$ cat src/rtl/vhpc_pkg.sv
// ---------------------------------------------------------------------------
// vhpc_pkg
// Types, constants and syntax tables of the video header parse/check block.
// ---------------------------------------------------------------------------
`default_nettype none
package vhpc_pkg;
   localparam int GolombMaxZeros = 16;
   localparam int QDepth = 2;

   localparam logic [1:0] KIND_SEQ   = 2'd0;
   localparam logic [1:0] KIND_IPIC  = 2'd1;
   localparam logic [1:0] KIND_PBPIC = 2'd2;
   localparam logic [1:0] KIND_SLICE = 2'd3;

   localparam logic [5:0] W_ABSENT = 6'd0;
   localparam logic [5:0] W_UE     = 6'd63;
   localparam logic [5:0] W_END    = 6'd62;

   localparam int ERR_TIMECODE = 10;
   localparam int ERR_REFFLAG  = 11;
   localparam int ERR_ROW      = 12;
   localparam int ERR_GOLOMB   = 13;
   localparam int ERR_TRUNC    = 14;

   typedef struct packed {
      logic [1:0]  kind;
      logic [7:0]  data;
      logic        first;
      logic        last;
      logic [9:0]  row;
   } item_type;

   typedef struct packed {
      logic        is_verdict;
      logic [4:0]  id;
      logic [31:0] value;
      logic        hvalid;
      logic [14:0] flags;
      logic        last;
   } result_type;

   function automatic logic [5:0] table_width(input logic [1:0] kind,
                                              input logic [4:0] pos);
      logic [5:0] w;
      w = W_END;
      case (kind)
         KIND_SEQ: begin
            case (pos)
               5'd0, 5'd1: w = 6'd8;
               5'd2, 5'd3: w = 6'd14;
               5'd4: w = 6'd2;
               5'd5: w = 6'd3;
               5'd6, 5'd7, 5'd16: w = 6'd4;
               5'd8, 5'd13: w = 6'd18;
               5'd9, 5'd11, 5'd12, 5'd14, 5'd15: w = 6'd1;
               5'd10: w = 6'd12;
               default: w = W_END;
            endcase
         end
         KIND_IPIC: begin
            case (pos)
               5'd0: w = 6'd16;
               5'd1, 5'd3, 5'd6, 5'd9: w = 6'd1;
               5'd2: w = 6'd24;
               5'd4, 5'd10: w = 6'd8;
               5'd5: w = W_UE;
               5'd7, 5'd11: w = 6'd6;
               5'd8: w = 6'd4;
               default: w = W_END;
            endcase
         end
         KIND_PBPIC: begin
            case (pos)
               5'd0: w = 6'd16;
               5'd1, 5'd2: w = 6'd2;
               5'd3, 5'd10: w = 6'd8;
               5'd4: w = W_UE;
               5'd5, 5'd7, 5'd9: w = 6'd1;
               5'd6, 5'd11: w = 6'd6;
               5'd8: w = 6'd3;
               default: w = W_END;
            endcase
         end
         default: begin
            case (pos)
               5'd0: w = 6'd8;
               5'd1: w = 6'd3;
               5'd2: w = 6'd1;
               5'd3: w = 6'd6;
               default: w = W_END;
            endcase
         end
      endcase
      return w;
   endfunction
endpackage
`default_nettype wire

$ cat src/rtl/video_header_parse_check_unit.sv
// Video header parse/check unit.
// req_ channel: one transaction per header payload byte, with kind, first and
// last marks and the expected macroblock row. rsp_ channel: element results
// (id, value) and, after a last byte, one verdict with error flags.
// An item waits in a two-entry queue; the back end takes it from the idle state
// and then walks its 8 bits at one bit per cycle while rsp_ is not stalled,
// plus a step per skipped absent element. A last byte then yields the
// verdict, with a parked element result going out ahead of it.
// An element result is parked until the next result of the same byte or the
// end of the byte; after a non-last byte it leaves from the idle state with
// last_result set, while on a last byte the verdict carries last_result.
// The output register holds a result while rsp_stall is high and the walker
// pauses; the queue keeps taking bytes until full. Synchronous active-high
// reset empties the queue, clears the parse position and kept sequence
// values; kept 18-bit header fields are undefined until written.
// The bit walker (one bit per cycle) sets the rate.
// ---------------------------------------------------------------------------
// video_header_parse_check_unit
// Top level: queue front end plus bit-serial parse/check back end.
// ---------------------------------------------------------------------------
`default_nettype none
module video_header_parse_check_unit import vhpc_pkg::*; (
   input  wire logic        clock,
   input  wire logic        reset,
   input  wire logic        req_valid,
   output logic             req_stall,
   input  wire logic [1:0]  req_header_kind,
   input  wire logic [7:0]  req_data_byte,
   input  wire logic        req_first_byte,
   input  wire logic        req_last_byte,
   input  wire logic [9:0]  req_expected_mb_row,
   output logic             rsp_valid,
   input  wire logic        rsp_stall,
   output logic             rsp_is_verdict,
   output logic [4:0]       rsp_element_id,
   output logic [31:0]      rsp_element_value,
   output logic             rsp_header_valid,
   output logic [14:0]      rsp_error_flags,
   output logic             rsp_last_result
);
   item_type   in_item, q_item;
   logic       q_valid, q_take;
   result_type res;

   assign in_item = '{kind: req_header_kind, data: req_data_byte,
                      first: req_first_byte, last: req_last_byte,
                      row: req_expected_mb_row};

   vhpc_front u_front (
      .clock, .reset, .in_valid(req_valid), .in_stall(req_stall),
      .in_item, .q_valid, .q_take, .q_item
   );

   vhpc_back u_back (
      .clock, .reset, .q_valid, .q_take, .q_item,
      .out_valid(rsp_valid), .out_stall(rsp_stall), .out_res(res)
   );

   assign rsp_is_verdict    = res.is_verdict;
   assign rsp_element_id    = res.id;
   assign rsp_element_value = res.value;
   assign rsp_header_valid  = res.hvalid;
   assign rsp_error_flags   = res.flags;
   assign rsp_last_result   = res.last;
endmodule
`default_nettype wire

$ cat src/rtl/vhpc_front.sv
// ---------------------------------------------------------------------------
// vhpc_front
// Input stage and item queue: takes transactions and buffers them for the
// bit-serial back end.
// ---------------------------------------------------------------------------
`default_nettype none
module vhpc_front import vhpc_pkg::*; (
   input  wire logic     clock,
   input  wire logic     reset,
   input  wire logic     in_valid,
   output logic          in_stall,
   input  wire item_type in_item,
   output logic          q_valid,
   input  wire logic     q_take,
   output item_type      q_item
);
   item_type   mem_ff [QDepth];
   logic       wp_ff, wp_in, rp_ff, rp_in;
   logic [1:0] cnt_ff, cnt_in;
   logic       push;

   assign in_stall = (cnt_ff == 2'(QDepth));
   assign push     = in_valid && !in_stall;
   assign q_valid  = (cnt_ff != 2'd0);
   assign q_item   = mem_ff[rp_ff];

   always_comb begin
      wp_in  = wp_ff ^ push;
      rp_in  = rp_ff ^ (q_take && q_valid);
      cnt_in = cnt_ff + 2'(push) - 2'(q_take && q_valid);
   end

   always_ff @(posedge clock) begin
      if (reset) begin
         wp_ff  <= 1'b0;
         rp_ff  <= 1'b0;
         cnt_ff <= 2'd0;
      end else begin
         wp_ff  <= wp_in;
         rp_ff  <= rp_in;
         cnt_ff <= cnt_in;
      end
      if (push) mem_ff[wp_ff] <= in_item;
   end
endmodule
`default_nettype wire

$ cat src/rtl/vhpc_back.sv
// ---------------------------------------------------------------------------
// vhpc_back
// Bit-serial syntax walker: one bit per cycle while the output register is
// free, emits element results and the end-of-header verdict into an output register.
// ---------------------------------------------------------------------------
`default_nettype none
module vhpc_back import vhpc_pkg::*; (
   input  wire logic     clock,
   input  wire logic     reset,
   input  wire logic     q_valid,
   output logic          q_take,
   input  wire item_type q_item,
   output logic          out_valid,
   input  wire logic     out_stall,
   output result_type    out_res
);
   typedef enum logic [2:0] {
      ST_IDLE = 3'b001,
      ST_BITS = 3'b010,
      ST_VERD = 3'b100
   } state_type;

   state_type   st_ff, st_in;
   item_type    it_ff, it_in;
   logic [2:0]  bit_ff, bit_in;
   logic [4:0]  idx_ff, idx_in;
   logic [5:0]  bg_ff, bg_in;
   logic [31:0] acc_ff, acc_in;
   logic [4:0]  gz_ff, gz_in;
   logic        ld_ff, ld_in;
   logic [13:0] ht_ff, ht_in;
   logic [7:0]  lvl_ff, lvl_in;
   logic        fqp_ff, fqp_in;
   logic [14:0] err_ff, err_in;
   logic        hot_ff, hot_in;   // height above 2800, registered
   logic [17:0] held_ff [8];
   logic        hw_en;
   logic [2:0]  hw_addr;
   logic [17:0] hw_data;
   logic        ov_ff, ov_in;
   result_type  res_ff, res_in;
   // element result parked until the next result of the same byte, or the
   // end of the byte, tells whether it is the byte's last one
   logic        pend_ff, pend_in;
   result_type  pres_ff, pres_in;

   logic        out_free;
   logic [5:0]  w;
   logic        bitv, done;
   logic [31:0] val;
   logic [14:0] flags;
   logic [10:0] srow;
   logic [31:0] wlim, hlim, blim;

   // Effective width with conditional elements; absent elements are skipped
   // one position per cycle; during the bit walk only while the output is free.
   function automatic logic [5:0] eff_width(input logic [1:0] k, input logic [4:0] p);
      logic [5:0] tw;
      tw = table_width(k, p);
      case (k)
         KIND_IPIC: begin
            if (p == 5'd2 && held_ff[0] == 18'd0) tw = W_ABSENT;
            if (p == 5'd5 && !ld_ff) tw = W_ABSENT;
            if ((p == 5'd10 || p == 5'd11) && held_ff[1] != 18'd0) tw = W_ABSENT;
         end
         KIND_PBPIC: begin
            if (p == 5'd4 && !ld_ff) tw = W_ABSENT;
            if ((p == 5'd10 || p == 5'd11) && held_ff[1] != 18'd0) tw = W_ABSENT;
         end
         KIND_SLICE: begin
            if (p == 5'd1 && !hot_ff) tw = W_ABSENT;
            if ((p == 5'd2 || p == 5'd3) && fqp_ff) tw = W_ABSENT;
         end
         default: tw = tw;
      endcase
      return tw;
   endfunction

   assign out_free  = !ov_ff || !out_stall;
   assign w         = eff_width(it_ff.kind, idx_ff);
   assign bitv      = it_ff.data[bit_ff];
   assign q_take    = (st_ff == ST_IDLE) && out_free;
   assign out_valid = ov_ff;
   assign out_res   = res_ff;

   always_comb begin
      st_in = st_ff; it_in = it_ff; bit_in = bit_ff; idx_in = idx_ff;
      bg_in = bg_ff; acc_in = acc_ff; gz_in = gz_ff; ld_in = ld_ff;
      ht_in = ht_ff; lvl_in = lvl_ff; fqp_in = fqp_ff; err_in = err_ff;
      ov_in = ov_ff && out_stall; res_in = res_ff;
      pend_in = pend_ff; pres_in = pres_ff;
      hw_en = 1'b0; hw_addr = 3'd0; hw_data = 18'd0;
      done = 1'b0; val = 32'd0; flags = err_ff; srow = 11'd0;
      wlim = 32'd0; hlim = 32'd0; blim = 32'd0;
      hot_in = (ht_ff > 14'd2800);
      case (st_ff)
         ST_IDLE: begin
            if (out_free) begin
               // parked result closes the previous byte
               if (pend_ff) begin
                  ov_in = 1'b1;
                  res_in = pres_ff;
                  res_in.last = 1'b1;
                  pend_in = 1'b0;
               end
               if (q_valid) begin
                  it_in = q_item; bit_in = 3'd7;
                  st_in = ST_BITS;
                  if (q_item.first) begin
                     idx_in = 5'd0; bg_in = 6'd0; acc_in = 32'd0; gz_in = 5'd0;
                     err_in = 15'd0;
                  end
               end
            end
         end
         ST_BITS: begin
            if (out_free) begin
               if (w == W_ABSENT) begin
                  idx_in = idx_ff + 5'd1;
               end else begin
                  if (w == W_UE) begin
                     if (acc_ff == 32'd0) begin
                        if (bitv) begin
                           acc_in = 32'd1;
                           if (gz_ff == 5'd0) done = 1'b1;
                        end else if (gz_ff >= 5'(GolombMaxZeros)) begin
                           done = 1'b1; val = '1;
                           err_in[ERR_GOLOMB] = 1'b1;
                        end else begin
                           gz_in = gz_ff + 5'd1;
                        end
                     end else begin
                        acc_in = {acc_ff[30:0], bitv};
                        bg_in = bg_ff + 6'd1;
                        if (bg_in >= {1'b0, gz_ff}) begin
                           done = 1'b1; val = acc_in - 32'd1;
                        end
                     end
                  end else if (w != W_END) begin
                     acc_in = {acc_ff[30:0], bitv};
                     bg_in = bg_ff + 6'd1;
                     if (bg_in >= w) begin
                        done = 1'b1; val = acc_in;
                     end
                  end
                  if (done) begin
                     // an earlier result of this byte is not the last one
                     if (pend_ff) begin
                        ov_in = 1'b1;
                        res_in = pres_ff;
                     end
                     pend_in = 1'b1;
                     pres_in = '{is_verdict: 1'b0, id: idx_ff, value: val,
                                 hvalid: 1'b0, flags: 15'd0, last: 1'b0};
                     idx_in = idx_ff + 5'd1; bg_in = 6'd0; acc_in = 32'd0;
                     gz_in = 5'd0;
                     case (it_ff.kind)
                        KIND_SEQ: begin
                           case (idx_ff)
                              5'd0: begin hw_en = 1'b1; hw_addr = 3'd0; end
                              5'd1: lvl_in = val[7:0];
                              5'd2: begin hw_en = 1'b1; hw_addr = 3'd1; end
                              5'd3: ht_in = val[13:0];
                              5'd4: begin hw_en = 1'b1; hw_addr = 3'd2; end
                              5'd5: begin hw_en = 1'b1; hw_addr = 3'd3; end
                              5'd6: begin hw_en = 1'b1; hw_addr = 3'd4; end
                              5'd7: begin hw_en = 1'b1; hw_addr = 3'd5; end
                              5'd11: ld_in = val[0];
                              5'd13: begin hw_en = 1'b1; hw_addr = 3'd6; end
                              default: hw_en = 1'b0;
                           endcase
                           hw_data = val[17:0];
                        end
                        KIND_IPIC: begin
                           hw_data = {17'd0, val[0]};
                           if (idx_ff == 5'd1) begin hw_en = 1'b1; hw_addr = 3'd0; end
                           else if (idx_ff == 5'd2) begin
                              if (val[22:18] > 5'd23 || val[17:12] > 6'd59 ||
                                  val[11:6] > 6'd59 || val[5:0] > 6'd59)
                                 err_in[ERR_TIMECODE] = 1'b1;
                           end else if (idx_ff == 5'd6) fqp_in = val[0];
                           else if (idx_ff == 5'd9) begin hw_en = 1'b1; hw_addr = 3'd1; end
                        end
                        KIND_PBPIC: begin
                           hw_data = {17'd0, val[0]};
                           if (idx_ff == 5'd5) fqp_in = val[0];
                           else if (idx_ff == 5'd7 && val[0]) err_in[ERR_REFFLAG] = 1'b1;
                           else if (idx_ff == 5'd9) begin hw_en = 1'b1; hw_addr = 3'd1; end
                        end
                        default: begin
                           hw_data = val[17:0];
                           if (idx_ff == 5'd0) begin hw_en = 1'b1; hw_addr = 3'd0; end
                           else if (idx_ff == 5'd1) begin hw_en = 1'b1; hw_addr = 3'd1; end
                        end
                     endcase
                  end
                  bit_in = bit_ff - 3'd1;
                  if (bit_ff == 3'd0) begin
                     if (it_ff.last) st_in = ST_VERD;
                     else st_in = ST_IDLE;
                  end
               end
            end
         end
         ST_VERD: begin
            if (w == W_ABSENT) begin
               idx_in = idx_ff + 5'd1;
            end else if (out_free) begin
               if (pend_ff) begin
                  // last element of the byte goes out ahead of the verdict
                  ov_in = 1'b1;
                  res_in = pres_ff;
                  pend_in = 1'b0;
               end else begin
                  if (w != W_END) flags[ERR_TRUNC] = 1'b1;
                  else if (it_ff.kind == KIND_SEQ) begin
                     if (held_ff[0] != 18'h20) flags[0] = 1'b1;
                     if (held_ff[3] != 18'd1) flags[7] = 1'b1;
                     if (held_ff[4] == 18'd0 || held_ff[4] > 18'd4) flags[8] = 1'b1;
                     if (held_ff[5] < 18'd1 || held_ff[5] > 18'd8) flags[9] = 1'b1;
                     if (held_ff[1] == 18'd0 || held_ff[1][0]) flags[2] = 1'b1;
                     if (ht_ff == 14'd0 || ht_ff[0]) flags[3] = 1'b1;
                     if (lvl_ff == 8'h10) begin
                        wlim = 32'd720; hlim = 32'd576; blim = 32'd1228800;
                     end else if (lvl_ff == 8'h20) begin
                        wlim = 32'd1920; hlim = 32'd1152; blim = 32'd2457600;
                     end else begin
                        wlim = 32'd4096; hlim = 32'd2048; blim = 32'd249954304;
                     end
                     if (lvl_ff != 8'h10 && lvl_ff != 8'h20 && lvl_ff != 8'h40)
                        flags[1] = 1'b1;
                     else begin
                        if ({14'd0, held_ff[1]} > wlim || {18'd0, ht_ff} > hlim)
                           flags[4] = 1'b1;
                        if (held_ff[2] != 18'd1) flags[5] = 1'b1;
                        if ({14'd0, held_ff[6]} > blim) flags[6] = 1'b1;
                     end
                  end else if (it_ff.kind == KIND_SLICE) begin
                     // 11 bits: low row plus extension can pass 1023
                     srow = {3'd0, held_ff[0][7:0]};
                     if (hot_ff) srow = srow + {1'b0, held_ff[1][2:0], 7'd0};
                     if (srow != {1'b0, it_ff.row}) flags[ERR_ROW] = 1'b1;
                  end
                  ov_in = 1'b1;
                  res_in = '{is_verdict: 1'b1, id: 5'd0, value: 32'd0,
                             hvalid: (flags == 15'd0), flags: flags, last: 1'b1};
                  idx_in = 5'd0; bg_in = 6'd0; acc_in = 32'd0; gz_in = 5'd0;
                  err_in = 15'd0;
                  st_in = ST_IDLE;
               end
            end
         end
         default: st_in = ST_IDLE;
      endcase
   end

   always_ff @(posedge clock) begin
      if (reset) begin
         st_ff <= ST_IDLE; idx_ff <= 5'd0; bg_ff <= 6'd0; acc_ff <= 32'd0;
         gz_ff <= 5'd0; ld_ff <= 1'b0; ht_ff <= 14'd0; lvl_ff <= 8'd0;
         fqp_ff <= 1'b0; err_ff <= 15'd0; ov_ff <= 1'b0; hot_ff <= 1'b0;
         pend_ff <= 1'b0;
      end else begin
         st_ff <= st_in; idx_ff <= idx_in; bg_ff <= bg_in; acc_ff <= acc_in;
         gz_ff <= gz_in; ld_ff <= ld_in; ht_ff <= ht_in; lvl_ff <= lvl_in;
         fqp_ff <= fqp_in; err_ff <= err_in; ov_ff <= ov_in; hot_ff <= hot_in;
         pend_ff <= pend_in;
      end
      it_ff <= it_in; bit_ff <= bit_in; res_ff <= res_in; pres_ff <= pres_in;
      if (hw_en) held_ff[hw_addr] <= hw_data;
   end
endmodule
`default_nettype wire

$ cat config.mk
export PLATFORM = sky130hd
export DESIGN_NAME = video_header_parse_check_unit
export DESIGN_NICKNAME = d
export VERILOG_FILES = /design/src/rtl/vhpc_pkg.sv /design/src/rtl/video_header_parse_check_unit.sv /design/src/rtl/vhpc_front.sv /design/src/rtl/vhpc_back.sv
export SDC_FILE = /design/constraint.sdc
export NUM_CORES = 1
export LEC_CHECK = 0
export BUFFER_PORTS_ARGS = -buffer_cell sky130_fd_sc_hd__buf_2
export CAP_MARGIN = 20
export CELL_PAD_IN_SITES_DETAIL_PLACEMENT = 0
export CELL_PAD_IN_SITES_GLOBAL_PLACEMENT = 1
export CORE_MARGIN = 1.5
export CORE_UTILIZATION = 54
export DETAILED_ROUTE_END_ITERATION = 7
export PLACE_DENSITY_LB_ADDON = 0.1
export SYNTH_ARGS = -nofsm -noshare
export SYNTH_HDL_FRONTEND = slang
export SYNTH_SLANG_ARGS = --single-unit
$ cat constraint.sdc
create_clock -name clock -period 19.7 [get_ports clock]
set_input_delay 0.985 -clock clock [delete_from_list [all_inputs] [get_ports clock]]
set_output_delay 0.985 -clock clock [all_outputs]
set_load 0.02 [all_outputs]
; Word level (Yosys, flattened, before mapping)
; Memory sizes are Yosys's and may differ from the RTL's. A register that Yosys moved wholly into a read port is not among the register bits.
; Cells that the tools add are included.
; Widths: inputs -> output; s select.
[word_totals]
ramBits = 188
elab_cells = 453
reg_bits = 213
inputBits = 26
mem_bits_ro = 384
output_inout_bits = 57
mem_count = 5
[memory_table]
columns = memory, words, width, read_ports, rd_clocked_by_memory_dff, write_ports, line_no
row1 = (no name shown), 32, 6, 1, 1, 0, vhpc_pkg.sv:48  ; case (pos)
row2 = u_back.held_ff, 8, 18, 7, 0, 1, vhpc_back.sv:36  ; logic [17:0] held_ff [8];
row3 = (no name shown), 16, 6, 1, 1, 0, vhpc_pkg.sv:61  ; case (pos)
row4 = (no name shown), 16, 6, 1, 1, 0, vhpc_pkg.sv:73  ; case (pos)
row5 = u_front.mem_ff, 2, 22, 1, 1, 1, vhpc_front.sv:17  ; item_type mem_ff [QDepth];
[classes]
bitwise = 3
n_addsub = 8
n_lt_le_gt_ge = 15
n_reduce_logical = 66
n_eq_ne = 66
muxes = 258
[op_table]
columns = op, count
row1 = $mux 32, 44
row2 = $mux 55, 9
row3 = $pmux 55 s3, 1
row4 = $mux 6, 21
row5 = $pmux 32 s3, 1
row6 = $mux 5, 19
row7 = $mux 15, 6
row8 = $mux 18, 5
row9 = $mux 11, 8
row10 = $mux 1, 86
row11 = $mux 3, 22
row12 = $gt 18x32->1, 2
row13 = $mux 10, 6
row14 = $logic_not 18->1, 3
row15 = $pmux 6 s3, 3
row16 = $reduce_and 13->1, 3
row17 = $ne 18x1->1 const B, 2
row18 = $gt 14x32->1, 1
row19 = $logic_not 32->1, 1
row20 = $ne 2x1->1 const B, 16
row21 = $sub 32x1->32 const B, 1
row22 = $pmux 5 s3, 2
row23 = $mux 28, 1
row24 = $pmux 6 s4, 1
row25 = 77 further kinds, 152

; Longest topological paths before layout
; Gate-level depths: netlist (run 1).
[depth]
ltp_word = 28
mapped_depth = 24
ltp_nobuf = 22

; Hierarchy
; A second synthesis (run 1) with hierarchy kept.
[unflattened]
cells_unflattened = 1437
hier_area_um2 = 16798.6
[modules_own_cells]
columns = mod, area_per_inst_um2, n_inst, cells_per_inst, seq_area_each_um2
row1 = vhpc_back, 14880.5, 1, 1345, 8678.3
row2 = vhpc_front, 1918.1, 1, 92, 1401.3

; Worst setup path before layout (run 1)
; Ideal clock, no wire load.
[synth_timing]
kind = reg-to-reg
from = reg u_back.idx_ff[0]
to = reg u_back.res_ff, in the netlist u_back.out_res[0], enable pin
setup_slack_ps = 13366
required_ps = 19216
setup_ps = 484
period_less_slack_ps = 6334
arrival_time_ps = 5851
path_stages_with_launch = 21
n_path_buf = 3
path_cell_list = dfxtp_1 -> inv_1 -> ha_1 -> buf_6 -> o21a_1 -> o21ai_0 -> a221o_1 -> o21a_1 -> clkbuf_1 -> and2_1 -> ha_1 -> nand2b_1 -> a21o_1 -> a211oi_1 -> o31ai_1 -> o31a_1 -> buf_2 -> a21oi_1 -> nor2_1 -> o21ai_0 -> a21oi_1
[synth_via]
elab_chain_cells = 16
elab_cells_between_ends = 40
cone_classes = order compare: 1 / eq/ne: 12 / mux: 16 / reduce/logical: 11
[synth_rtl]
columns = item, line_no
row1 = "start, declared", vhpc_back.sv:26  ; logic [4:0] idx_ff, idx_in;
row2 = "start signal, assigned", vhpc_back.sv:264  ; st_ff <= st_in; idx_ff <= idx_in; bg_ff <= bg_in; acc_ff <= acc_in;
row3 = "$eq 5x2->1, or another cell as far along", "vhpc_pkg.sv:85, vhpc_back.sv:72"
row4 = $pmux 6 s4, vhpc_pkg.sv:85  ; case (pos)
row5 = $pmux 6 s3, vhpc_pkg.sv:46  ; case (kind)
row6 = $mux 6, vhpc_back.sv:62  ; if (p == 5'd2 && held_ff[0] == 18'd0) tw = W_ABSENT;
row7 = $mux 6, vhpc_back.sv:63  ; if (p == 5'd5 && !ld_ff) tw = W_ABSENT;
row8 = $mux 6, vhpc_back.sv:64  ; if ((p == 5'd10 || p == 5'd11) && held_ff[1] != 18'd0) tw = W_ABSENT;
row9 = $pmux 6 s3 (*), vhpc_back.sv:60  ; case (k)
row10 = $ge 6x6->1, vhpc_back.sv:142  ; if (bg_in >= w) begin
row11 = $mux 1, vhpc_back.sv:142
row12 = $mux 1, vhpc_back.sv:139  ; end else if (w != W_END) begin
row13 = $mux 1, vhpc_back.sv:121  ; if (w == W_UE) begin
row14 = $mux 1, vhpc_back.sv:118  ; if (w == W_ABSENT) begin
row15 = $mux 1, vhpc_back.sv:117  ; if (out_free) begin
row16 = $mux 1, vhpc_back.sv:96  ; case (st_ff)
row17 = $ne 2x1->1 (no line), --
row18 = $reduce_and 9->1 (no line) (*), --
row19 = "end signal, assigned", vhpc_back.sv:269  ; it_ff <= it_in; bit_ff <= bit_in; res_ff <= res_in; pres_ff <= pres_in;
row20 = "end, declared", vhpc_back.sv:41  ; result_type res_ff, res_in;
; Mark *: on every way between the ends. The rest lies on a longest branch, timed or not. The select of a mux whose other input is x is not followed.
; A chain may end at the register's enable or synchronous reset.

; Worst setup path after layout (run 1)
[layout_timing]
from = reg u_back.idx_ff[0]
to = mem u_back.held_ff[1][16], enable pin
[layout_via]
elab_chain_cells = 24
elab_cells_between_ends = 78
cone_classes = order compare: 1 / eq/ne: 13 / mux: 52 / reduce/logical: 12
[layout_rtl]
columns = item, line_no
row1 = "$eq 5x2->1, or another cell as far along", "vhpc_pkg.sv:85, vhpc_back.sv:72"
row2 = $pmux 6 s4, vhpc_pkg.sv:85
row3 = $pmux 6 s3, vhpc_pkg.sv:46
row4 = $mux 6, vhpc_back.sv:62
row5 = $mux 6, vhpc_back.sv:63
row6 = $mux 6, vhpc_back.sv:64
row7 = $pmux 6 s3, vhpc_back.sv:60
row8 = $ge 6x6->1, vhpc_back.sv:142
row9 = [... 8 more ...], --
row10 = $mux 1, vhpc_back.sv:186  ; if (idx_ff == 5'd5) fqp_in = val[0];
row11 = $pmux 1 s3, vhpc_back.sv:157  ; case (it_ff.kind)
row12 = $mux 1, vhpc_back.sv:146  ; if (done) begin
row13 = $mux 1, vhpc_back.sv:118
row14 = $mux 1, vhpc_back.sv:117
row15 = $mux 1, vhpc_back.sv:96
row16 = $mux 1, vhpc_back.sv:270  ; if (hw_en) held_ff[hw_addr] <= hw_data;
row17 = $mux 1 (not written as such), vhpc_back.sv:270
row18 = "end, declared", vhpc_back.sv:36
; Parallel ways exist; a longest one is shown, timed or not. The select of a mux whose other input is x is not followed.

==> results.md, run 1 <==
* Status: complete, no violations
* Synth warn at 0
* Synthesized net count at 1528
* Post-layout instance area at 18800 µm²
* Average cell area after synthesis at 11.5 µm²
* Post-synth EDFFs at 267
* Min-delay worst type: reg2reg
* Share of flip-flops with an asynchronous set or reset at 0%
* Slowest stage delay, CP at 0.75 ns
* Internal power at 1.57 mW
* Seq cells post-synth at 370
* Post-CTS Resized at 0
* Worst-Margin Slew at 1.08 ns
* Register area share after synthesis at 60.6%
* Setup Viol. Count Final at 0
* First-pass GRT wire length at 59.7 mm
* Sequential share of power at 42.2%
* Synth Cell Area at 16600 µm²
* Routed vias/inst at 5.93
* Vias at 11.6k
* Slowest CP cell: o31a_1
* # Post-CTS Setup Buffers at 0
* Largest net degree at the start of global routing at 76
* Final design utilization at 61.9%
* Max-slew violations at 0
* GPL Wtd Cong at 0.893
* WP data required at 19.86 ns
* FMAX at 163 MHz
* Depth of the CTS H-tree at 2
* Clk root buf: clkbuf_16
* DRC at 0
* Port bufs at 81
* GRT overflow at 0
* Total CTS buffers at 39
* Clk_skew at 0.0100 ns
* Reg clk slew, reported paths at 0.06 ns
* TritonCTS clock tree: built
* Per-cell routed wire length at 19.6 µm
* Hold Path End: u_back.ht_ff[2]
* Final period util at 31.2%
* # hold bufs at CTS at 0
* # nets final at 1601
* Startpoint types: flip-flop
* Post-route setup TNS at 0 ns
* Worst relative slew slack at 27.8%
* Minimum clock period at 6.15 ns
* Reg-to-Reg End: u_back.held_ff[1][16]
* Vias in the first global route at 10.7k
* Initial Utilization at 54.7%
* Detail Route Antenna Nets at 0
* Full die area at 31900 µm²
* HP Start: u_back.ht_ff[2]
* Clock Tree Buf Depth at 3
* Crit path cell chain: ha_1 > nor2b_1 > o21ai_0 > a221o_1 > o21a_1 > and2_1 > ha_1 > nand2b_1 > a21o_1 > a211oi_1 > o31ai_1 > o31a_1 > a21oi_1 > nor3_2 > buf_4 > and2_1 > and3_1
* Clk pwr share at 31.9%
* Post-Synthesis Cells at 1451
* Overall Global Routing Usage at 24.3%
* Bufs and invs on worst path at 1
* CP arrival at 6.31 ns
* Largest area contributor in the netlist: edfxtp_1
* VDD IR-drop max at 0.101 mV
* Total core area at 30400 µm²
* Max FO, Critical Path at 48
* Element type at the critical path end: flip-flop
* Die W at 179 µm
* Reg2reg setup slack at 13.55 ns
* Most frequent cells after synthesis: edfxtp_1 (267), nor2_1 (123), nand2_1 (120), a21oi_1 (104), dfxtp_1 (103)
* Area growth from synthesis to layout at 13.2%
* R2R Path Start: u_back.idx_ff[0]
* CTS Sinks at 370
* Crit-path leading delay family: compound AO/OA/AOI/OAI gates
* DR pass1 iterations at 5
* Max-cap violations at 0
* Predominant post-synthesis flop cell: edfxtp_1
* Post-Route WL at 38.3 mm
* RSZ-0062 raised after global routing: no
* Initial antenna violation count at 0
* Lkg Pwr at 6.77 nW
* Die height at 179 µm
* Post-DP Area at 17400 µm²
* Pwr Density at 123 nW/µm²
* Boundary Pins at 83
* DP Cell Count at 1876
* Pwr Total at 2.32 mW
* Final hold violations at 0
* Layout cell share with drive strength beyond 1 at 13.8%
* Final std cells w/o fill at 1951
* Post-synth top area share at 48.2%
* Most frequent cell after synthesis: edfxtp_1
* Cell variety after synth at 79
* Worst hold stages at 2
* Switching Share at 32.2%
* Diodes inserted at 0
* HPWL after DPL at 26.3 mm
* Synth top area cells: edfxtp_1 (48%), dfxtp_1 (12%), ha_1 (3.8%), a21oi_1 (3.1%), nor2_1 (2.8%)
* NetSw at 0.749 mW
* Crit Path Class: reg2reg
* R2R cell count at 17
* Logic gate share of total power at 25.9%
* Worst-Skew Late Latency at 0.53 ns
* Row count at 64
* Drt first-iter violations at 995
==> metrics by stage <==
stage	hold WS (ns)	worst slack, ns
after detailed placement	0.443	13.56
after global placement	0.432	13.78
final	0.450	13.55
after CTS	0.449	13.53
after floorplan	0.406	13.37
after global routing	0.480	13.07
==> power by group through the flow <==
stage / Sequential (mW) / Combinational (mW) / Clock [mW]
2_1_floorplan: 1.04 / 0.367 / 0
3_3_place_gp: 0.996 / 0.583 / 0
3_5_place_dp: 0.998 / 0.588 / 0
4_1_cts: 0.982 / 0.591 / 0.754
5_1_grt: 0.990 / 0.661 / 0.784
6_report: 0.980 / 0.602 / 0.740
==> kinds of logic after synthesis <==
kind of cell / Yosys count / synth area share (%)
and+or+nand+nor: 537 / 16.4
other: 1 / 0.0225
muxes: 44 / 2.82
buffers and inverters: 122 / 2.92
xor gates and xnor gates: 27 / 1.42
DFF: 370 / 60.6
AOI/OAI and AO/OA: 299 / 12.0
adders and majority gates: 51 / 3.83
==> how the worst max path moves through the flow <==
| stage | slack, ns | depth (start not counted) | from | to |
|---|---|---|---|---|
| 5_1_grt | 13.07 | 17 | u_back.idx_ff[0] | u_back.held_ff[1][0] |
| 3_5_place_dp | 13.56 | 17 | u_back.idx_ff[0] | u_back.held_ff[1][16] |
| 2_1_floorplan | 13.37 | 20 | u_back.idx_ff[0] | u_back.out_res[0] |
| 4_1_cts | 13.53 | 17 | u_back.idx_ff[0] | u_back.held_ff[1][0] |
| 3_3_place_gp | 13.78 | 17 | u_back.idx_ff[0] | u_back.held_ff[1][14] |
| 6_report | 13.55 | 17 | u_back.idx_ff[0] | u_back.held_ff[1][16] |
==> worst register-to-register path, cell delays in order, from the launching register on <==
cell and delay, ns:
dfxtp_1 0.47, ha_1 0.51, nor2b_1 0.19, o21ai_0 0.09
a221o_1 0.40, o21a_1 0.34, and2_1 0.22, ha_1 0.26
nand2b_1 0.09, a21o_1 0.11, a211oi_1 0.08, o31ai_1 0.32
o31a_1 0.75, a21oi_1 0.22, nor3_2 0.24, buf_4 0.52
and2_1 0.25, and3_1 0.70
==> placed cells by master, fill, tap and decap left out, types with 21 or more instances in the layout <==
| cell | instances |
|---|---|
| nor4_1 | 34 |
| nand2_1 | 120 |
| ha_1 | 51 |
| mux2_2 | 23 |
| a21oi_1 | 102 |
| mux2i_1 | 21 |
| nor3_1 | 27 |
| edfxtp_1 | 267 |
| nor2_1 | 121 |
| clkbuf_16 | 40 |
| inv_1 | 49 |
| o21ai_0 | 65 |
| nor2b_1 | 52 |
| dfxtp_1 | 103 |
| nand3_1 | 56 |
| buf_2 | 81 |
==> final cells by class <==
cell class,count,area [µm²]
Clock inverter,19,223
Tap cell,396,495
Sequential cell,370,10100
Multi-Input combinational cell,959,6110
Fill cell,2512,11600
Timing Repair Buffer,104,636
Clock buffer,53,1100
Inverter,50,188
==> state kept, by name (all words and copies together), names as in the netlist, 2 cells and up, named ones only <==
| signal | count |
|---|---|
| u_back.acc_ff | 32 |
| u_back.bg_ff | 6 |
| u_back.bit_ff | 3 |
| u_back.err_ff | 3 |
| u_back.gz_ff | 5 |
| u_back.held_ff | 108 |
| u_back.ht_ff | 14 |
| u_back.idx_ff | 5 |
| u_back.it_ff | 21 |
| u_back.lvl_ff | 8 |
| u_back.out_res | 54 |
| u_back.pres_ff | 37 |
| u_back.st_ff | 3 |
| u_front.cnt_ff | 2 |
| u_front.mem_ff | 44 |
==> metal layers <==
metal	global-route usage, %	share of wire [%]	vias up
li1	-	-	5523
met1	34.0	44	5597
met2	39.7	48	381
met3	3.75	5.9	61
met4	6.11	2.1	0
met5	0	0	-
Note: power is estimated with default switching activity, not from simulation.
==> run 2: changes to the inputs <==
Settings changed: CORE_UTILIZATION 54 to 45.
Clock period 19.7 ns to 5.2 ns, I/O delays scaled along.
==> run 2 against run 1 <==
Compared with the run above: largest power group unchanged; worst setup slack lost 13 ns; sequential share of layout area down 2.3 points; worst hold slack worse by 0.34 ns; non-clock buffer count is 74 higher; core utilization fell by 8.1 points; clock power grew to 4.1 times the previous value.
==> results.md, run 2 (same netlist as run 1, synthesis figures left out) <==
* Clock Tree Buf Depth at 3 (unchanged)
* GPL Wtd Cong at 0.890 (was 0.893)
* DRC at 0 (unchanged)
* Worst hold stages at 3 (was 2)
* Full die area at 38100 µm² (was 31900 µm²)
* Logic gate share of total power at 27.1% (was 25.9%)
* First-pass GRT wire length at 65.1 mm (was 59.7 mm)
* Switching Share at 32.2% (about the same)
* Final std cells w/o fill at 2101 (was 1951)
* Depth of the CTS H-tree at 2 (unchanged)
* Status: complete, no violations (unchanged)
* Internal power at 6.25 mW (was 1.57 mW)
* Worst relative slew slack at 27.5% (was 27.8%)
* Most frequent cells in the layout: edfxtp_1 (267), nor2_1 (121), nand2_1 (120), a21oi_1 (102), dfxtp_1 (102) (was edfxtp_1 (267), nor2_1 (121), nand2_1 (120), dfxtp_1 (103), a21oi_1 (102))
* Pwr Density at 469 nW/µm² (was 123 nW/µm²)
* FMAX at 203 MHz (was 163 MHz)
* Worst-Margin Slew at 1.08 ns (about the same)
* Element type at the critical path end: flip-flop (unchanged)
* Reg2reg setup slack at 0.28 ns (was 13.55 ns)
* Setup Viol. Count Final at 0 (unchanged)
* Worst-Skew Late Latency at 0.57 ns (was 0.53 ns)
* Final design utilization at 53.8% (was 61.9%)
* Total CTS buffers at 41 (was 39)
* Startpoint types: flip-flop (unchanged)
* CTS Sinks at 370 (unchanged)
* Total core area at 36500 µm² (was 30400 µm²)
* Reg clk slew, reported paths at 0.06 ns (about the same)
* CP arrival at 5.38 ns (was 6.31 ns)
* Max FO, Critical Path at 5 (was 48)
* R2R Path Start: u_back.held_ff[0][2] (was u_back.idx_ff[0])
* Port bufs at 81 (unchanged)
* Initial antenna violation count at 0 (unchanged)
* Row count at 70 (was 64)
* Layout cell share with drive strength beyond 1 at 16.7% (was 13.8%)
* Clk_skew at 0.0162 ns (was 0.0100 ns)
* Per-cell routed wire length at 20.1 µm (was 19.6 µm)
* Boundary Pins at 83 (unchanged)
* Clk pwr share at 32.9% (was 31.9%)
* NetSw at 2.97 mW (was 0.749 mW)
* Post-DP Area at 17900 µm² (was 17400 µm²)
* GRT overflow at 0 (unchanged)
* Diodes inserted at 0 (unchanged)
* Overall Global Routing Usage at 22.3% (was 24.3%)
* Lkg Pwr at 7.17 nW (was 6.77 nW)
* Clk root buf: clkbuf_16 (unchanged)
* Post-layout instance area at 19700 µm² (was 18800 µm²)
* VDD IR-drop max at 0.324 mV (was 0.101 mV)
* Final hold violations at 0 (unchanged)
* DP Cell Count at 1999 (was 1876)
* Fin Hold WS at 0.108 ns (was 0.450 ns)
* Minimum clock period at 4.92 ns (was 6.15 ns)
* DR pass1 iterations at 8 (was 5)
* Area occupied by multi-input gates at 6140 µm² (was 6110 µm²)
* Vias in the first global route at 11.3k (was 10.7k)
* TritonCTS clock tree: built (unchanged)
* Vias at 11.8k (was 11.6k)
* Max reg flops at 108 (unchanged)
* Die W at 195 µm (was 179 µm)
* WP data required at 5.66 ns (was 19.86 ns)
* Post-route setup TNS at 0 ns (unchanged)
* Detail Route Antenna Nets at 0 (unchanged)
* Max-cap violations at 0 (unchanged)
* HP Start: reset (was u_back.ht_ff[2])
* Area growth from synthesis to layout at 18.2% (was 13.2%)
* Commonest non-fill, non-tap cell in the layout: edfxtp_1 (unchanged)
* Fill cells at 3177 (was 2512)
* Routed vias/inst at 5.60 (was 5.93)
* CP Launch Point: u_back.held_ff[0][2] (was u_back.idx_ff[0])
* Crit Path Class: reg2reg (unchanged)
* HPWL after DPL at 29.0 mm (was 26.3 mm)
* Max-slew violations at 0 (unchanged)
* Min-delay worst type: in2reg (was reg2reg)
* Post-Route WL at 42.2 mm (was 38.3 mm)
* Final period util at 94.7% (was 31.2%)
* Largest reg by FF count: u_back.held_ff (unchanged)
* # Post-CTS Setup Buffers at 0 (unchanged)
* Initial Utilization at 45.6% (was 54.7%)
* Sequential share of power at 40.0% (was 42.2%)
* # nets final at 1677 (was 1601)
* R2R cell count at 22 (was 17)
* Register Area at 10100 µm² (about the same)
* Hold Path End: u_back.gz_ff[0] (was u_back.ht_ff[2])
* Die height at 195 µm (was 179 µm)
* Largest net degree at the start of global routing at 75 (was 76)
* Drt first-iter violations at 838 (was 995)
-- run 2: changes by cell type in the layout (fill, tap and decap cells not counted), moves of 3 or more --
| cell | previous run | this run |
|---|---|---|
| dlygate4sd3_1 | 0 | 22 |
| clkbuf_16 | 40 | 45 |
| buf_4 | 20 | 70 |
| clkinv_2 | 2 | 5 |
| clkbuf_8 | 7 | 1 |
-- run 2: worst max-delay path: stages (launching register included) --
cell and delay, ns:
edfxtp_1 0.41, or4_1 0.57, nor4_2 0.18, buf_4 0.16
a31oi_1 0.09, o21a_1 0.25, and2_1 0.16, ha_1 0.26
nand2b_1 0.14, a21o_1 0.18, a211oi_2 0.24, o311ai_1 0.14
buf_4 0.16, o41ai_4 0.06, a21boi_4 0.26, o22ai_2 0.13
mux2i_1 0.16, and2_1 0.22, inv_1 0.13, ha_1 0.22
inv_1 0.11, o32ai_4 0.32, a21bo_1 0.24
-- run 2: what timing repair did --
| action | 4_1_cts | 5_1_grt |
|---|---|---|
| endpoints found under the setup margin | 0 | 11 |
| resized for setup | 0 | 6 |
| hold buffers | 22 | 0 |
| hold endpoints to repair | 44 | 0 |
-- run 2: area by class of cell --
type,count,area share (%)
clock buffer,54,5.84
clock inverter,22,1.41
inverter,50,0.954
multi-input combinational,959,31.2
sequential,370,51.3
tap,468,2.98
timing repair buffer,178,6.35
-- run 2: worst max-delay path by stage --
stage                      endpoint  slack, ns  cells after the start
6_report                  flip-flop       0.28                     22
5_1_grt                   flip-flop      -0.03                     21
4_1_cts                   flip-flop       0.11                     22
3_5_place_dp              flip-flop       0.17                     21
3_3_place_gp              flip-flop       0.23                     21
2_1_floorplan  u_back.held_ff[2][0]      -0.12                     21
-- run 2: metrics by stage --
step                      worst slack (ns)  power [mW]
final                                0.275        9.23
after global placement               0.227        6.20
after global routing               -0.0255        9.67
after floorplan                     -0.120        5.32
after CTS                            0.108        9.29
after detailed placement             0.167        6.23
-- run 2: power groups by stage --
stage | sequential (mW) | combinational (mW) | clock, mW
global route | 3.72 | 2.74 | 3.21
CTS | 3.70 | 2.49 | 3.10
floorplan | 3.93 | 1.39 | 0
finish | 3.69 | 2.50 | 3.03
detailed placement | 3.76 | 2.47 | 0
global placement | 3.76 | 2.44 | 0
-- run 2: metal layers --
metal	share of wire, %	GRT usage (%)	up-vias
li1	-	-	5662
met1	45	29.7	5742
met2	47	36.6	289
met3	4.9	4.27	80
met4	2.9	7.41	0
met5	0	0	-
==> run 3: changes to the inputs <==
Settings changed: RECOVER_POWER set to 50, SETUP_SLACK_MARGIN set to 0.3.
==> run 3 against run 2 <==
Compared with the run above: the run now ends with max-capacitance violations, max-slew violations left; maximum frequency increased by 3.6%; combinational power down 4%; sequential power about the same; worst hold slack better by 0.039 ns; register-to-register slack gained 0.17 ns; total power down 2.5%; largest power group unchanged.
==> results.md, run 3 (same netlist as run 1, synthesis figures left out) <==
* Status: complete, but fails checks (was complete, no violations)
* Failing checks: max-capacitance violations, max-slew violations
* Vias in the first global route at 11.3k (about the same)
* HPWL after DPL at 29.1 mm (was 29.0 mm)
* Final std cells w/o fill at 2094 (was 2101)
* Depth of the CTS H-tree at 2 (unchanged)
* Die W at 195 µm (unchanged)
* Max-cap violations at 1 (was 0)
* GRT overflow at 0 (unchanged)
* Routed vias/inst at 5.56 (was 5.60)
* RSZ-0062 raised after global routing: yes
* Pwr Density at 464 nW/µm² (was 469 nW/µm²)
* Setup Viol. Count Final at 0 (unchanged)
* Crit Path Class: reg2reg (unchanged)
* Worst-Skew Late Latency at 0.58 ns (was 0.57 ns)
* Final design utilization at 53.1% (was 53.8%)
* Area growth from synthesis to layout at 16.6% (was 18.2%)
* Largest reg by FF count: u_back.held_ff (unchanged)
* Clk_skew at 0.0163 ns (was 0.0162 ns)
* Overall Global Routing Usage at 22.3% (about the same)
* GPL Wtd Cong at 0.864 (was 0.890)
* Pwr Total at 9.00 mW (was 9.23 mW)
* Clk root buf: clkbuf_16 (unchanged)
* Total CTS buffers at 40 (was 41)
* WP data required at 5.66 ns (about the same)
* Clock Tree Buf Depth at 3 (unchanged)
* TritonCTS clock tree: built (unchanged)
* Minimum clock period at 4.75 ns (was 4.92 ns)
* Reg clk slew, reported paths at 0.06 ns (about the same)
* Vias at 11.6k (was 11.8k)
* Boundary Pins at 83 (unchanged)
* Element type at the critical path end: flip-flop (unchanged)
* Final WS setup at 0.446 ns (was 0.275 ns)
* Total core area at 36500 µm² (unchanged)
* Max reg flops at 108 (unchanged)
* DRC at 0 (unchanged)
* Diodes inserted at 0 (unchanged)
* Pre-CTS WS at 0.230 ns (was 0.167 ns)
* Largest net degree at the start of global routing at 75 (unchanged)
* Initial Utilization at 45.6% (unchanged)
* Drt first-iter violations at 812 (was 838)
* Lkg Pwr at 6.83 nW (was 7.17 nW)
* First-pass GRT wire length at 64.8 mm (was 65.1 mm)
* Max-slew violations at 42 (was 0)
* Post-route setup TNS at 0 ns (unchanged)
* Commonest non-fill, non-tap cell in the layout: edfxtp_1 (unchanged)
* Per-cell routed wire length at 20.2 µm (was 20.1 µm)
* Post-Route WL at 42.3 mm (was 42.2 mm)
* Port bufs at 81 (unchanged)
* # nets final at 1671 (was 1677)
* CP arrival at 5.21 ns (was 5.38 ns)
* Row count at 70 (unchanged)
* Final hold violations at 0 (unchanged)
* Startpoint types: flip-flop (unchanged)
* CTS Sinks at 370 (unchanged)
* Worst relative slew slack at -43.7% (was 27.5%)
* DP Cell Count at 1994 (was 1999)
* Initial antenna violation count at 0 (unchanged)
* FMAX at 210 MHz (was 203 MHz)
* Detail Route Antenna Nets at 0 (unchanged)
* Layout cell share with drive strength beyond 1 at 11.3% (was 16.7%)
* Full die area at 38100 µm² (unchanged)
* Most frequent cells in the layout: edfxtp_1 (267), nand2_1 (120), nor2_1 (117), dfxtp_1 (103), a21oi_1 (102) (was edfxtp_1 (267), nor2_1 (121), nand2_1 (120), a21oi_1 (102), dfxtp_1 (102))
* Final period util at 91.4% (was 94.7%)
* Max FO, Critical Path at 13 (was 5)
* DR pass1 iterations at 5 (was 8)
* VDD IR-drop max at 0.375 mV (was 0.324 mV)
* Die height at 195 µm (unchanged)
* Worst-Margin Slew at 2.16 ns (was 1.08 ns)
* Min-delay worst type: in2reg (unchanged)
==> run 3: layout make-up <==
cell class                      instances  area, µm²
Tap cell                              468        586
Sequential cell                       370      10100
Clock buffer                           53       1080
Multi-Input combinational cell        959       6210
Timing Repair Buffer                  173       1000
Clock inverter                         21        250
Inverter                               50        188
Fill cell                            3207      17100
==> run 3: critical path, cell delays in order, from the launching register on <==
cell      delay (ns)
edfxtp_1        0.42
inv_1           0.11
ha_1            0.26
clkbuf_1        0.17
a222oi_1        0.65
nand4_1         0.16
a22oi_1         0.18
nand4_1         0.24
and2_0          0.55
o311ai_0        0.69
a211oi_4        0.07
nor2_1          0.36
inv_1           0.18
ha_1            0.30
inv_1           0.05
mux2i_1         0.06
a21bo_1         0.20
==> run 3: worst paths after layout <==
kind	from	to	slack, ns	cells after the start
worst max-delay path	u_back.it_ff[20]	flip-flop	0.45	16
worst min-delay path	reset	u_back.gz_ff[0]	0.15	3
worst max register to register	u_back.it_ff[20]	flip-flop	0.45	16
worst min register to register	u_back.ht_ff[3]	u_back.ht_ff[3]	0.45	2
==> run 3: per-stage QoR <==
stage                     cell area [µm²]  hold slack (ns)
after CTS                           19500            0.108
after floorplan                     16700            0.359
after global routing                19400            0.155
final                               19400            0.146
after global placement              17900            0.436
after detailed placement            17900            0.443
==> run 3: metal layers <==
layer | global-route usage (%) | share of wire [%] | up-vias
li1 | - | - | 5648
met1 | 29.7 | 45 | 5656
met2 | 36.8 | 47 | 274
met3 | 3.96 | 4.7 | 69
met4 | 7.55 | 2.7 | 0
met5 | 0 | 0 | -
==> run 3: where the power goes <==
part,leakage [nW],internal [mW],switching (mW),total [mW]
clock,0.652,1.72,1.18,2.90
combinational,2.97,0.753,1.64,2.39
sequential,3.21,3.58,0.124,3.70
==> run 3: what timing repair did <==
action | 4_1_cts | 5_1_grt
hold buffers | 22 | 0
pin swaps | 1 | 8
endpoints found under the hold margin | 44 | 0
buffers inserted | 0 | 2
setup endpoints to repair | 4 | 156
gates resized for setup | 7 | 18
